<file path="src/pslc_pkg.sv">
// Shared constants and types of the slew-limited PID controller
`default_nettype none
package pslc_pkg;

  localparam int ERROR_BITS   = 16;
  localparam int OUTPUT_LIMIT = 127;
  localparam int MS_PER_S     = 1000;
  localparam int TIME_W       = 32;
  localparam int GAIN_W       = 16;
  localparam int THR_W        = 15;
  localparam int SLEW_W       = 16;
  localparam int DRIVE_W      = 8;
  localparam int ACC_W        = 48;
  localparam int RAW_W        = 32;
  localparam int PROD_W       = 64;
  localparam int DIV_W        = 48;
  localparam int REM_W        = 32;
  localparam int QUOT_W       = 39;
  localparam int RATE_W       = 27;
  localparam int NUM_W        = 27;
  localparam int STEP_W       = 38;
  localparam int RES_W        = 40;
  localparam int CNT_W        = 6;
  localparam int MUL_LAST     = GAIN_W - 1;
  localparam int DIV_LAST     = DIV_W - 1;
  localparam int IN_DATA_W    = ((ERROR_BITS + TIME_W + 7) / 8) * 8;
  localparam int CFG_IDX_W    = 3;

  typedef enum logic [CFG_IDX_W-1:0] {
    CFG_KP   = 3'd0,
    CFG_KI   = 3'd1,
    CFG_KD   = 3'd2,
    CFG_THR  = 3'd3,
    CFG_SLEW = 3'd4
  } cfg_idx_t;

  typedef enum logic [10:0] {
    ST_IDLE  = 11'b000_0000_0001,
    ST_IMUL  = 11'b000_0000_0010,
    ST_IACC  = 11'b000_0000_0100,
    ST_ALOAD = 11'b000_0000_1000,
    ST_ADIV  = 11'b000_0001_0000,
    ST_RDIV  = 11'b000_0010_0000,
    ST_PMUL  = 11'b000_0100_0000,
    ST_RAW   = 11'b000_1000_0000,
    ST_BMUL  = 11'b001_0000_0000,
    ST_BDIV  = 11'b010_0000_0000,
    ST_OUT   = 11'b100_0000_0000
  } state_t;

endpackage
`default_nettype wire

</file>
<file path="src/pid_slew_limited_controller.sv">
// Slew-limited PID controller built on a bit-serial multiplier and divider
// An execute request (tuser low) runs from acceptance to result on one serial
// shift-add multiplier, which retires one gain or multiplier bit per cycle, and
// one restoring divider, which retires one quotient bit per cycle. The integral
// product is skipped when |error| is at or below the threshold, the derivative
// divide when no time has elapsed. A reset request (tuser high) gives no result.
// A finished result waits in the output register while the next request is taken.
`default_nettype none
module pid_slew_limited_controller import pslc_pkg::*; (
  input  logic                  clk,
  input  logic                  rst_n,
  input  logic                  in_tvalid,
  output logic                  in_tready,
  input  logic [IN_DATA_W-1:0]  in_tdata,   // [15:0] error_sample, [47:16] now_ms
  input  logic                  in_tuser,   // [0] cmd
  output logic                  out_tvalid,
  input  logic                  out_tready,
  output logic [DRIVE_W-1:0]    out_tdata,  // [7:0] drive_value
  input  logic                  cfg_we,
  input  logic [CFG_IDX_W-1:0]  cfg_addr,
  input  logic [GAIN_W-1:0]     cfg_wdata
);

  // configuration
  logic signed [GAIN_W-1:0] kp_r, ki_r, kd_r;
  logic [THR_W-1:0]         thr_r;
  logic [SLEW_W-1:0]        slew_r;

  // loop memory
  state_t                    state_r, state_nxt;
  logic [CNT_W-1:0]          cnt_r, cnt_nxt;
  logic [1:0]                pass_r, pass_nxt;
  logic [TIME_W-1:0]         last_time_r, last_time_nxt;
  logic signed [ERROR_BITS-1:0] prev_err_r, prev_err_nxt;
  logic signed [ACC_W-1:0]   accum_r, accum_nxt;
  logic signed [RAW_W-1:0]   prev_raw_r, prev_raw_nxt;
  logic                      out_valid_r, out_valid_nxt;
  logic [DRIVE_W-1:0]        out_data_r, out_data_nxt;

  // per-request working registers
  logic signed [ERROR_BITS-1:0] err_r, err_nxt;
  logic signed [ERROR_BITS:0]   derr_r, derr_nxt;
  logic [TIME_W-1:0]         elapsed_r, elapsed_nxt;
  logic signed [QUOT_W-1:0]  q_r, q_nxt;
  logic signed [RATE_W-1:0]  rate_r, rate_nxt;
  logic signed [RAW_W-1:0]   raw_r, raw_nxt;
  logic signed [RAW_W:0]     diff_r, diff_nxt;
  logic [STEP_W-1:0]         step_r, step_nxt;
  logic                      dneg_r, dneg_nxt;

  // serial multiplier
  logic signed [PROD_W-1:0]  acc_r, acc_nxt, mcand_r, mcand_nxt;
  logic [GAIN_W-1:0]         mplier_r, mplier_nxt;
  logic                      msgn_r, msgn_nxt;

  // serial divider
  logic [DIV_W-1:0]          dvd_r, dvd_nxt;
  logic [REM_W-1:0]          rem_r, rem_nxt, dvsr_r, dvsr_nxt;

  logic                      accept;
  logic signed [ERROR_BITS-1:0] in_err;
  logic [TIME_W-1:0]         in_now, in_elapsed;
  logic [ERROR_BITS-1:0]     in_err_mag;
  logic                      integrate;
  logic signed [PROD_W-1:0]  mul_term, mul_acc;
  logic [REM_W:0]            rtry, rsub;
  logic                      dge;
  logic [REM_W-1:0]          div_rem;
  logic [DIV_W-1:0]          div_dvd;
  logic                      mul_last, div_last;
  logic signed [ACC_W:0]     acc_sum;
  logic signed [ACC_W-1:0]   acc_sat;
  logic [ACC_W-1:0]          accum_mag;
  logic [ERROR_BITS:0]       derr_mag;
  logic [NUM_W-1:0]          num_mag;
  logic signed [PROD_W-1:0]  acc_shr;
  logic signed [RAW_W-1:0]   raw_sat;
  logic [RAW_W:0]            diff_mag;
  logic signed [RES_W-1:0]   res, res_clamp;
  logic signed [RES_W-1:0]   lim_pos, lim_neg;

  assign accept     = in_tvalid && in_tready;
  assign in_tready  = (state_r == ST_IDLE);
  assign out_tvalid = out_valid_r;
  assign out_tdata  = out_data_r;

  assign in_err     = signed'(in_tdata[ERROR_BITS-1:0]);
  assign in_now     = in_tdata[ERROR_BITS +: TIME_W];
  assign in_elapsed = in_now - last_time_r;
  assign in_err_mag = in_err[ERROR_BITS-1] ? ERROR_BITS'(-in_err) : ERROR_BITS'(in_err);
  assign integrate  = in_err_mag > {1'b0, thr_r};

  assign mul_last = (cnt_r == CNT_W'(MUL_LAST));
  assign div_last = (cnt_r == CNT_W'(DIV_LAST));

  // one shift-add step; the top bit of a signed multiplier weighs negative
  assign mul_term = (mul_last && msgn_r) ? -mcand_r : mcand_r;
  assign mul_acc  = mplier_r[0] ? acc_r + mul_term : acc_r;

  // one restoring divide step
  assign rtry    = {rem_r, dvd_r[DIV_W-1]};
  assign rsub    = rtry - {1'b0, dvsr_r};
  assign dge     = (rtry >= {1'b0, dvsr_r});
  assign div_rem = dge ? rsub[REM_W-1:0] : rtry[REM_W-1:0];
  assign div_dvd = {dvd_r[DIV_W-2:0], dge};

  // saturating integral update
  assign acc_sum = {accum_r[ACC_W-1], accum_r} + {acc_r[ACC_W-1], acc_r[ACC_W-1:0]};
  always_comb begin
    if (acc_sum[ACC_W] == acc_sum[ACC_W-1]) begin
      acc_sat = acc_sum[ACC_W-1:0];
    end else if (acc_sum[ACC_W]) begin
      acc_sat = {1'b1, {(ACC_W-1){1'b0}}};
    end else begin
      acc_sat = {1'b0, {(ACC_W-1){1'b1}}};
    end
  end

  // divider operands
  assign accum_mag = accum_r[ACC_W-1] ? ACC_W'(-accum_r) : ACC_W'(accum_r);
  assign derr_mag  = derr_r[ERROR_BITS] ? (ERROR_BITS+1)'(-derr_r)
                                        : (ERROR_BITS+1)'(derr_r);
  assign num_mag   = NUM_W'(derr_mag) * NUM_W'(MS_PER_S);

  // Q56.8 sum back to integer, floor, then 32-bit saturation
  assign acc_shr = acc_r >>> 8;
  always_comb begin
    if (&acc_shr[PROD_W-1:RAW_W-1] || ~|acc_shr[PROD_W-1:RAW_W-1]) begin
      raw_sat = acc_shr[RAW_W-1:0];
    end else if (acc_shr[PROD_W-1]) begin
      raw_sat = {1'b1, {(RAW_W-1){1'b0}}};
    end else begin
      raw_sat = {1'b0, {(RAW_W-1){1'b1}}};
    end
  end

  // slew limit and output clamp
  assign diff_mag = diff_r[RAW_W] ? (RAW_W+1)'(-diff_r) : (RAW_W+1)'(diff_r);
  assign lim_pos  = signed'(RES_W'(OUTPUT_LIMIT));
  assign lim_neg  = -lim_pos;
  always_comb begin
    if (elapsed_r == '0 || raw_r == '0) begin
      res = '0;
    end else if (STEP_W'(diff_mag) > step_r) begin
      res = diff_r[RAW_W]
          ? RES_W'(prev_raw_r) - signed'(RES_W'(step_r))
          : RES_W'(prev_raw_r) + signed'(RES_W'(step_r));
    end else begin
      res = RES_W'(raw_r);
    end
    if (res > lim_pos) begin
      res_clamp = lim_pos;
    end else if (res < lim_neg) begin
      res_clamp = lim_neg;
    end else begin
      res_clamp = res;
    end
  end

  // sequencer
  always_comb begin
    state_nxt     = state_r;
    cnt_nxt       = cnt_r;
    pass_nxt      = pass_r;
    last_time_nxt = last_time_r;
    prev_err_nxt  = prev_err_r;
    accum_nxt     = accum_r;
    prev_raw_nxt  = prev_raw_r;
    out_valid_nxt = out_valid_r;
    out_data_nxt  = out_data_r;
    err_nxt       = err_r;
    derr_nxt      = derr_r;
    elapsed_nxt   = elapsed_r;
    q_nxt         = q_r;
    rate_nxt      = rate_r;
    raw_nxt       = raw_r;
    diff_nxt      = diff_r;
    step_nxt      = step_r;
    dneg_nxt      = dneg_r;
    acc_nxt       = acc_r;
    mcand_nxt     = mcand_r;
    mplier_nxt    = mplier_r;
    msgn_nxt      = msgn_r;
    dvd_nxt       = dvd_r;
    rem_nxt       = rem_r;
    dvsr_nxt      = dvsr_r;

    if (out_valid_r && out_tready) begin
      out_valid_nxt = 1'b0;
    end

    unique case (state_r)
      ST_IDLE: begin
        if (accept) begin
          if (in_tuser) begin
            accum_nxt    = '0;
            prev_err_nxt = '0;
            prev_raw_nxt = '0;
          end else begin
            last_time_nxt = in_now;
            prev_err_nxt  = in_err;
            err_nxt       = in_err;
            derr_nxt      = {in_err[ERROR_BITS-1], in_err}
                          - {prev_err_r[ERROR_BITS-1], prev_err_r};
            elapsed_nxt   = in_elapsed;
            if (integrate) begin
              acc_nxt    = '0;
              mcand_nxt  = signed'({{(PROD_W-TIME_W){1'b0}}, in_elapsed});
              mplier_nxt = in_err;
              msgn_nxt   = 1'b1;
              cnt_nxt    = '0;
              state_nxt  = ST_IMUL;
            end else begin
              state_nxt = ST_ALOAD;
            end
          end
        end
      end
      ST_IMUL: begin
        acc_nxt    = mul_acc;
        mcand_nxt  = mcand_r <<< 1;
        mplier_nxt = mplier_r >> 1;
        cnt_nxt    = cnt_r + CNT_W'(1);
        if (mul_last) begin
          state_nxt = ST_IACC;
        end
      end
      ST_IACC: begin
        accum_nxt = acc_sat;
        state_nxt = ST_ALOAD;
      end
      ST_ALOAD: begin
        dvd_nxt   = accum_mag;
        dvsr_nxt  = REM_W'(MS_PER_S);
        rem_nxt   = '0;
        cnt_nxt   = '0;
        dneg_nxt  = accum_r[ACC_W-1];
        state_nxt = ST_ADIV;
      end
      ST_ADIV: begin
        dvd_nxt = div_dvd;
        rem_nxt = div_rem;
        cnt_nxt = cnt_r + CNT_W'(1);
        if (div_last) begin
          q_nxt = dneg_r ? -signed'(div_dvd[QUOT_W-1:0]) : signed'(div_dvd[QUOT_W-1:0]);
          cnt_nxt = '0;
          if (elapsed_r != '0) begin
            dvd_nxt   = DIV_W'(num_mag);
            dvsr_nxt  = elapsed_r;
            rem_nxt   = '0;
            dneg_nxt  = derr_r[ERROR_BITS];
            state_nxt = ST_RDIV;
          end else begin
            rate_nxt   = '0;
            acc_nxt    = '0;
            mcand_nxt  = {{(PROD_W-ERROR_BITS){err_r[ERROR_BITS-1]}}, err_r};
            mplier_nxt = kp_r;
            msgn_nxt   = 1'b1;
            pass_nxt   = '0;
            state_nxt  = ST_PMUL;
          end
        end
      end
      ST_RDIV: begin
        dvd_nxt = div_dvd;
        rem_nxt = div_rem;
        cnt_nxt = cnt_r + CNT_W'(1);
        if (div_last) begin
          rate_nxt   = dneg_r ? -signed'(div_dvd[RATE_W-1:0])
                              : signed'(div_dvd[RATE_W-1:0]);
          cnt_nxt    = '0;
          acc_nxt    = '0;
          mcand_nxt  = {{(PROD_W-ERROR_BITS){err_r[ERROR_BITS-1]}}, err_r};
          mplier_nxt = kp_r;
          msgn_nxt   = 1'b1;
          pass_nxt   = '0;
          state_nxt  = ST_PMUL;
        end
      end
      ST_PMUL: begin
        // three products summed in one accumulator: P, then I, then D
        acc_nxt    = mul_acc;
        mcand_nxt  = mcand_r <<< 1;
        mplier_nxt = mplier_r >> 1;
        cnt_nxt    = cnt_r + CNT_W'(1);
        if (mul_last) begin
          cnt_nxt = '0;
          if (pass_r == 2'd2) begin
            state_nxt = ST_RAW;
          end else if (pass_r == 2'd0) begin
            pass_nxt   = 2'd1;
            mcand_nxt  = {{(PROD_W-QUOT_W){q_r[QUOT_W-1]}}, q_r};
            mplier_nxt = ki_r;
          end else begin
            pass_nxt   = 2'd2;
            mcand_nxt  = {{(PROD_W-RATE_W){rate_r[RATE_W-1]}}, rate_r};
            mplier_nxt = kd_r;
          end
        end
      end
      ST_RAW: begin
        raw_nxt    = raw_sat;
        acc_nxt    = '0;
        mcand_nxt  = signed'({{(PROD_W-TIME_W){1'b0}}, elapsed_r});
        mplier_nxt = slew_r;
        msgn_nxt   = 1'b0;
        cnt_nxt    = '0;
        state_nxt  = ST_BMUL;
      end
      ST_BMUL: begin
        // slew budget in output units times ms
        acc_nxt    = mul_acc;
        mcand_nxt  = mcand_r <<< 1;
        mplier_nxt = mplier_r >> 1;
        cnt_nxt    = cnt_r + CNT_W'(1);
        diff_nxt   = {raw_r[RAW_W-1], raw_r} - {prev_raw_r[RAW_W-1], prev_raw_r};
        if (mul_last) begin
          dvd_nxt   = mul_acc[DIV_W-1:0];
          dvsr_nxt  = REM_W'(MS_PER_S);
          rem_nxt   = '0;
          cnt_nxt   = '0;
          state_nxt = ST_BDIV;
        end
      end
      ST_BDIV: begin
        dvd_nxt = div_dvd;
        rem_nxt = div_rem;
        cnt_nxt = cnt_r + CNT_W'(1);
        if (div_last) begin
          step_nxt  = div_dvd[STEP_W-1:0];
          state_nxt = ST_OUT;
        end
      end
      ST_OUT: begin
        if (!out_valid_r || out_tready) begin
          out_valid_nxt = 1'b1;
          out_data_nxt  = res_clamp[DRIVE_W-1:0];
          prev_raw_nxt  = raw_r;
          state_nxt     = ST_IDLE;
        end
      end
      default: begin
        state_nxt = ST_IDLE;
      end
    endcase
  end

  // configuration registers
  always_ff @(posedge clk) begin
    if (!rst_n) begin
      kp_r   <= '0;
      ki_r   <= '0;
      kd_r   <= '0;
      thr_r  <= '0;
      slew_r <= '1;
    end else if (cfg_we) begin
      unique case (cfg_addr)
        CFG_KP:   kp_r   <= cfg_wdata;
        CFG_KI:   ki_r   <= cfg_wdata;
        CFG_KD:   kd_r   <= cfg_wdata;
        CFG_THR:  thr_r  <= cfg_wdata[THR_W-1:0];
        CFG_SLEW: slew_r <= cfg_wdata[SLEW_W-1:0];
        default: ;
      endcase
    end
  end

  // control state and loop memory
  always_ff @(posedge clk) begin
    if (!rst_n) begin
      state_r     <= ST_IDLE;
      cnt_r       <= '0;
      pass_r      <= '0;
      last_time_r <= '0;
      prev_err_r  <= '0;
      accum_r     <= '0;
      prev_raw_r  <= '0;
      out_valid_r <= 1'b0;
    end else begin
      state_r     <= state_nxt;
      cnt_r       <= cnt_nxt;
      pass_r      <= pass_nxt;
      last_time_r <= last_time_nxt;
      prev_err_r  <= prev_err_nxt;
      accum_r     <= accum_nxt;
      prev_raw_r  <= prev_raw_nxt;
      out_valid_r <= out_valid_nxt;
    end
  end

  // datapath
  always_ff @(posedge clk) begin
    out_data_r <= out_data_nxt;
    err_r      <= err_nxt;
    derr_r     <= derr_nxt;
    elapsed_r  <= elapsed_nxt;
    q_r        <= q_nxt;
    rate_r     <= rate_nxt;
    raw_r      <= raw_nxt;
    diff_r     <= diff_nxt;
    step_r     <= step_nxt;
    dneg_r     <= dneg_nxt;
    acc_r      <= acc_nxt;
    mcand_r    <= mcand_nxt;
    mplier_r   <= mplier_nxt;
    msgn_r     <= msgn_nxt;
    dvd_r      <= dvd_nxt;
    rem_r      <= rem_nxt;
    dvsr_r     <= dvsr_nxt;
  end

endmodule
`default_nettype wire

</file>
<file path="config.mk">
export PLATFORM = sky130hd
export DESIGN_NAME = pid_slew_limited_controller
export DESIGN_NICKNAME = d
export VERILOG_FILES = /design/src/pslc_pkg.sv /design/src/pid_slew_limited_controller.sv
export SDC_FILE = /design/constraint.sdc
export NUM_CORES = 2
export LEC_CHECK = 0
export BUFFER_PORTS_ARGS = -buffer_cell sky130_fd_sc_hd__buf_4
export CORE_ASPECT_RATIO = 1.25
export CORE_MARGIN = 2
export CORE_UTILIZATION = 40
export CTS_BUF_LIST = sky130_fd_sc_hd__clkbuf_4 sky130_fd_sc_hd__clkbuf_8
export CTS_CLUSTER_SIZE = 8
export DETAILED_ROUTE_END_ITERATION = 12
export PLACE_DENSITY = 0.52
export SYNTH_ARGS = -nofsm -noshare
export SYNTH_HDL_FRONTEND = slang
export SYNTH_SLANG_ARGS = --single-unit
</file>
<file path="constraint.sdc">
create_clock -name clk -period 7.7 [get_ports clk]
set_input_delay 0 -clock clk [delete_from_list [all_inputs] [get_ports clk]]
set_output_delay 0 -clock clk [all_outputs]
set_load 0.005 [all_outputs]
</file>
* Yosys cells after proc, flatten, opt, wreduce, memory -nomap -nowiden *
Index checks and enable logic that the tools add are counted.

operators by class
  add/sub/neg operators = 16
  multipliers = 1
  divide/modulo/power cells = 0
  $lt $le $gt $ge = 5
  equality and inequality tests = 35
  shift-type cells = 0
  multiplexer cells = 107
  bitwise logic cells = 1
  reduce and logical (&&, ||, !) cells = 57

operators with widths
  kind               number
  $mux W64           17
  $mux W32           12
  $mux W48           8
  $pmux W64 S6       1
  $pmux W64 S5       1
  $pmux W48 S4       1
  $mux W16           11
  $pmux W32 S4       1
  $pmux W11 S11      1
  $mux W40           3
  $mux W11           10
  $mux W27           4
  $pmux W16 S6       1
  $pmux W32 S3       1
  $pmux W48 S2       1
  $add A64 B64 Y64   1
  $logic_not A32 Y1  2
  $neg A64 Y64       1
  $pmux W32 S2       1
  $sub A32 B32 Y32   2
  $pmux W27 S2       1
  $add A48 B48 Y49   1
  $neg A48 Y48       1
  $add A32 B39 Y40   1
  other kinds (71)   138

storage, ports and cells
  bits in registers = 727
  latch bits = 0
  bits in writable memories = 0
  bits in read-only memories = 0
  input bits = 73
  logic and storage cells = 254
  memories = 0

* Longest topological paths before layout *
  depth after elaboration = 7
  mapped depth = 26

* Worst setup path after synthesis *
OpenSTA, ideal clock, no wires.

  path type = input to register
  from = in in_tdata[4]
  to = reg mcand_r[0] (enable)
  arrival time = 6.555 ns
  required time = 7.155 ns
  setup slack = 0.600 ns
  stages on the path = 14
  path buffers = 0
  cell sequence = or4_1 > or3_1 > or3_1 > o41ai_1 > xnor2_1 > ha_1 > nand2_1 > nor2_1 > nand4_1 > or3_1 > o31ai_1 > a21oi_1 > nand3_1 > a21oi_1

on the way
  cells in the longest elaborated chain, start to end = 5

RTL lines
  what                             line                                RTL
  start: declaration               pid_slew_limited_controller.sv:14   input logic [IN_DATA_W-1:0] in_tdata,
  $neg A16 Y16                     pid_slew_limited_controller.sv:90   assign in_err_mag = in_err[ERROR_BITS-1] ? ERROR_BITS'(-in_err) : ERROR_BITS'(in_err);
  $mux W16 (*)                     pid_slew_limited_controller.sv:90
  $gt A16 B15 Y1 (*)               pid_slew_limited_controller.sv:91   assign integrate = in_err_mag > {1'b0, thr_r};
  $ne A2 B1 Y1 (no line) (*)       n/a
  $reduce_and A7 Y1 (no line) (*)  n/a
  end signal: assignment           pid_slew_limited_controller.sv:404  mcand_r <= mcand_nxt;
  end: declaration                 pid_slew_limited_controller.sv:52   logic signed [PROD_W-1:0] acc_r, acc_nxt, mcand_r, mcand_nxt;

Every way passes the cells marked *; elsewhere a longest branch is shown, timed or not.
A chain may end at the register's enable or synchronous reset.

* Final worst setup path *
  from = reg derr_r[0]
  to = reg dvd_r[26], data pin

on the way
  cells in the longest elaborated chain, start to end = 6

RTL lines
  what                      line                                RTL
  start: declaration        pid_slew_limited_controller.sv:42   logic signed [ERROR_BITS:0] derr_r, derr_nxt;
  start signal: assignment  pid_slew_limited_controller.sv:395  derr_r <= derr_nxt;
  $neg A17 Y17              pid_slew_limited_controller.sv:121  assign derr_mag = derr_r[ERROR_BITS] ? (ERROR_BITS+1)'(-derr_r)
  $mux W17 (*)              pid_slew_limited_controller.sv:121
  $mul A17 B7 Y24 (*)       pid_slew_limited_controller.sv:123  assign num_mag = NUM_W'(derr_mag) * NUM_W'(MS_PER_S);
  $mux W48 (*)              pid_slew_limited_controller.sv:247  if (elapsed_r != '0) begin
  $mux W48 (*)              pid_slew_limited_controller.sv:244  if (div_last) begin
  $pmux W48 S4 (*)          pid_slew_limited_controller.sv:192  unique case (state_r)
  net dvd_nxt[26]           pid_slew_limited_controller.sv:57   logic [DIV_W-1:0] dvd_r, dvd_nxt;
  end signal: assignment    pid_slew_limited_controller.sv:407  dvd_r <= dvd_nxt;
  end: declaration          pid_slew_limited_controller.sv:57

Mark *: on every way through the listed nets, which the timed path passes. The rest lies on a longest branch.

==> run_results.csv <==
group,metric,value,unit
status,status,"finished clean",
finish,layout.cells.most_common_list,"sky130_fd_sc_hd__nand2_1, sky130_fd_sc_hd__edfxtp_1, sky130_fd_sc_hd__a21oi_1",
placement,dp_hpwl,132200,um
global_routing,grt_total_usage,0.2586,
timing,maxClockFrequency,144.8,MHz
power_and_ir_drop,power.share.combinational,0.543,
placement,pre_cts_ws,774.8,ps
clock_tree,clk_transition_reported_paths,60,ps
logic_synthesis,yosysSeqAreaShare,0.3758,
timing,final-hold-violation-count,0,
timing,worstMarginPinSlew,1204,ps
global_routing,first_global_vias,44840,
power_and_ir_drop,pwr-share-clk,0.204,
timing,layout_min_cycle_time,6906,ps
route,drt-initial-drc-count,2969,
floorplanning,floorplan.die_area,133000,um2
route,drtAntennaViolNets,0,
floorplanning,dieWidth,326.6,um
finish,drive_gt1_frac,0.07884,
timing,finClkSkew,47.10,ps
logic_synthesis,synth-seq-cells,727,
logic_synthesis,synth-main-ff-cell,"sky130_fd_sc_hd__edfxtp_1",
logic_synthesis,synth_edf_count,500,
clock_tree,clkSinkCount,727,
logic_synthesis,synthesized_area_divided_by_synthesized_cell_count,8.929,um2
power_and_ir_drop,power_per_cell_area,335.3,nW/um2
critical_path,crit_path_end_kind,"flip-flop",
critical_path,timing.critical_path.required,8310,ps
global_routing,grt_first_pass_wirelength,267200,um
route,drt-pass1-iter-count,6,
clock_tree,ctsLongestPathBuffers,3,
critical_path,path_buf_inv,5,
finish,final_util,0.4585,
flow_run,cap_viol_max_count,0,
clock_tree,htree_levels,4,
finish,layout.area.seq,19560,um2
route,drt-vias-per-instance,5.621,
route,post_drt_wl_per_cell,22.00,um
logic_synthesis,synth_warnings,0,
finish,fin_nets,6576,
logic_synthesis,syn_inst,5829,
critical_path,setup.worst_path.class,"reg -> reg",
clock_tree,tritoncts,"built",
logic_synthesis,synthDistinctLibCells,87,
floorplanning,die_y,407.3,um
power_and_ir_drop,total_switching_power,8.913,mW
global_routing,antenna_violations_before_repair,3,
placement,routabilityCongestion,0.9296,
clock_tree,cts_inserted_buffers,136,
logic_synthesis,synth_async_sr_flop_share,0,
finish,final_common_cell,"sky130_fd_sc_hd__nand2_1",
power_and_ir_drop,vdd_drop_max,0.0009620,V
clock_tree,cts.repair.resized,0,
critical_path,timing.critical_path.mode_cell,"sky130_fd_sc_hd__inv_1",
finish,multiInputGateArea,30410,um2
route,detailroute.wirelength.met2,88950,um
timing,setup_slack,794.1,ps
floorplanning,core.rowCount,148,
floorplanning,floorplan.core_area,129600,um2
worst_hold_path,min_path_type,"in -> reg",
critical_path,critPathLaunchType,"flip-flop",
floorplanning,start_util,0.4015,
logic_synthesis,post_synth_instance_area,52050,um2
power_and_ir_drop,power_leakage,23.18,nW
clock_tree,root_driver,"sky130_fd_sc_hd__clkbuf_8",
critical_path,max_stage_delay,550,ps
clock_tree,worst_skew_pair.late_latency,890,ps
finish,filler_cell_count,12800,
global_routing,grt-ovfl-total,0,
timing,setup-tns-final,0,ps
critical_path,worst-endpoint-arrival,7520,ps
logic_synthesis,synth.net_count,6338,
timing,max-slew-margin-rel,0.1975,
timing,setup-violations-final,0,
route,detail_route.wirelength,173800,um
route,top_signal_layer_used,"met4",
power_and_ir_drop,intPower,11.01,mW
route,drc,0,
power_and_ir_drop,p_sw_frac,0.4473,
placement,port_buffer_count,82,
critical_path,worst_path_dominant_cell_family,"adder cells",
timing,timing_max_transition_violations_final,0,
route,via_count,44420,
floorplanning,io-pin-count,83,
route,detailroute.wirelength.met3,6559,um
critical_path,critical_path.slowest_cell,"sky130_fd_sc_hd__edfxtp_1",
route,routedLengthMet1,70810,um
finish,areaGrowthSynthToFinish,14.18,%
timing,timing.final.crit_share,0.8969,
critical_path,critical_path_peak_fanout,7,
timing,unrepaired_setup_endpoints_after_global_routing,"no",
power_and_ir_drop,share_seq_of_total_power,0.253,
global_routing,pin_count_of_the_biggest_net_entering_global_routing,81,
## repair_timing
item                                   4_1_cts  5_1_grt
hold buffers                               188        0
endpoints found under the hold margin      333        0
buffers inserted                             0        0
## Yosys cell counts (all sizes together), types with 9 or more instances
cell | count | area [um2]
o31a | 14 | 122.6
inv | 369 | 1385
nand2 | 695 | 2614
or2 | 33 | 206.5
xnor2 | 324 | 2838
o31ai | 68 | 515.5
ha | 371 | 4642
edfxtp | 500 | 15010
fa | 65 | 1301
nor4 | 60 | 375.4
and2 | 59 | 369.1
xor2 | 147 | 1287
a211o | 10 | 87.58
nor3 | 97 | 485.5
buf | 23 | 87.58
nand3b | 10 | 75.07
nand4 | 55 | 344.1
a21o | 127 | 953.4
o21bai | 30 | 225.2
mux2i | 37 | 370.4
nand2b | 65 | 414.1
a31oi | 44 | 275.3
nor2b | 121 | 757.0
and4 | 9 | 78.83
a21boi | 148 | 1111
a221oi | 62 | 549.3
o21a | 56 | 420.4
o41ai | 32 | 306.5
a221o | 12 | 120.1
a22oi | 83 | 623.1
and3 | 36 | 225.2
a21oi | 457 | 2287
a41oi | 13 | 113.9
a211oi | 30 | 225.2
dfxtp | 227 | 4544
or3 | 38 | 262.8
nand3 | 117 | 585.6
o211ai | 34 | 255.2
nor2 | 448 | 1682
or4 | 32 | 255.2
nor3b | 34 | 255.2
clkbuf | 213 | 799.5
o21ai | 310 | 1555
## power groups by stage
stage / clock, mW / combinational, mW / sequential (mW)
after floorplan: 0 / 7.58 / 4.94
after detailed placement: 0 / 10.7 / 5.12
after global routing: 4.32 / 12.1 / 5.07
after CTS: 4.16 / 10.9 / 5.04
final: 4.07 / 10.8 / 5.04
after global placement: 0 / 10.7 / 5.12
## cell type report
type                    count  area share
well taps                1725     0.03632
clock inverters            51    0.007642
repair buffers            336     0.05105
clock buffers             197     0.04067
inverters                 370     0.02337
diodes                      1  0.00004211
multi-input cells        4496      0.5118
flip-flops and latches    727      0.3291
## flip-flops by register name, summed over array words and instances (netlist names), 15 cells and up
name / cells
raw_r: 32
err_r: 16
derr_r: 17
accum_r: 48
mplier_r: 16
thr_r: 15
acc_r: 64
kp_r: 16
kd_r: 16
slew_r: 16
rem_r: 32
prev_raw_r: 32
diff_r: 33
ki_r: 16
mcand_r: 64
dvd_r: 48
rate_r: 27
q_r: 39
dvsr_r: 32
step_r: 38
prev_err_r: 16
elapsed_r: 32
last_time_r: 32
## metrics by stage
| step | power (mW) | std cells | hold slack [ps] | area [um2] |
|---|---|---|---|---|
| 2_1_floorplan | 12.52 | 5829 | 98.87 | 52050 |
| 3_3_place_gp | 15.81 | 7466 | 247.5 | 54670 |
| 3_5_place_dp | 15.85 | 7466 | 252.0 | 54670 |
| 4_1_cts | 20.08 | 7902 | 1.341 | 59430 |
| 5_1_grt | 21.51 | 7903 | 76.91 | 59430 |
| 6_report | 19.92 | 7903 | 86.75 | 59430 |
## logic make-up after synthesis
logic type | synth area share
muxes | 0.007548
xor gates and xnor gates | 0.07925
AOI/OAI and AO/OA | 0.2030
DFF | 0.3758
and+or+nand+nor | 0.1766
buffers and inverters | 0.04373
adders and majority gates | 0.1142
## worst reg2reg max path: cells and delay by family (launching register included)
family	cells	cell delay, ps
flip-flops	1	550
AO/OA/AOI/OAI	6	1100
AND/OR/NAND/NOR	7	1910
adder cells (fa/ha/maj)	6	2200
buffers and inverters	5	340
XOR/XNOR	1	500
## worst paths after layout
check	start	end	slack, ps	depth (start not counted)
worst max-delay path	derr_r[0]$_DFFE_PP_	dvd_r[26]$_DFFE_PP_	790	25
worst min register to register	last_time_r[19]$_SDFFE_PN0P_	last_time_r[19]$_SDFFE_PN0P_	460	2
worst min-delay path	in_tdata[6]	mplier_r[6]$_DFFE_PP_	90	4
worst max register to register	derr_r[0]$_DFFE_PP_	dvd_r[26]$_DFFE_PP_	790	25
## layer usage
| metal | GRT usage | vias to the layer above |
|---|---|---|
| li1 | - | 21500 |
| met1 | 0.3023 | 21540 |
| met2 | 0.4718 | 1070 |
| met3 | 0.03054 | 316 |
| met4 | 0.1125 | 0 |
| met5 | 0 | - |
(Power assumes the default switching activity.)
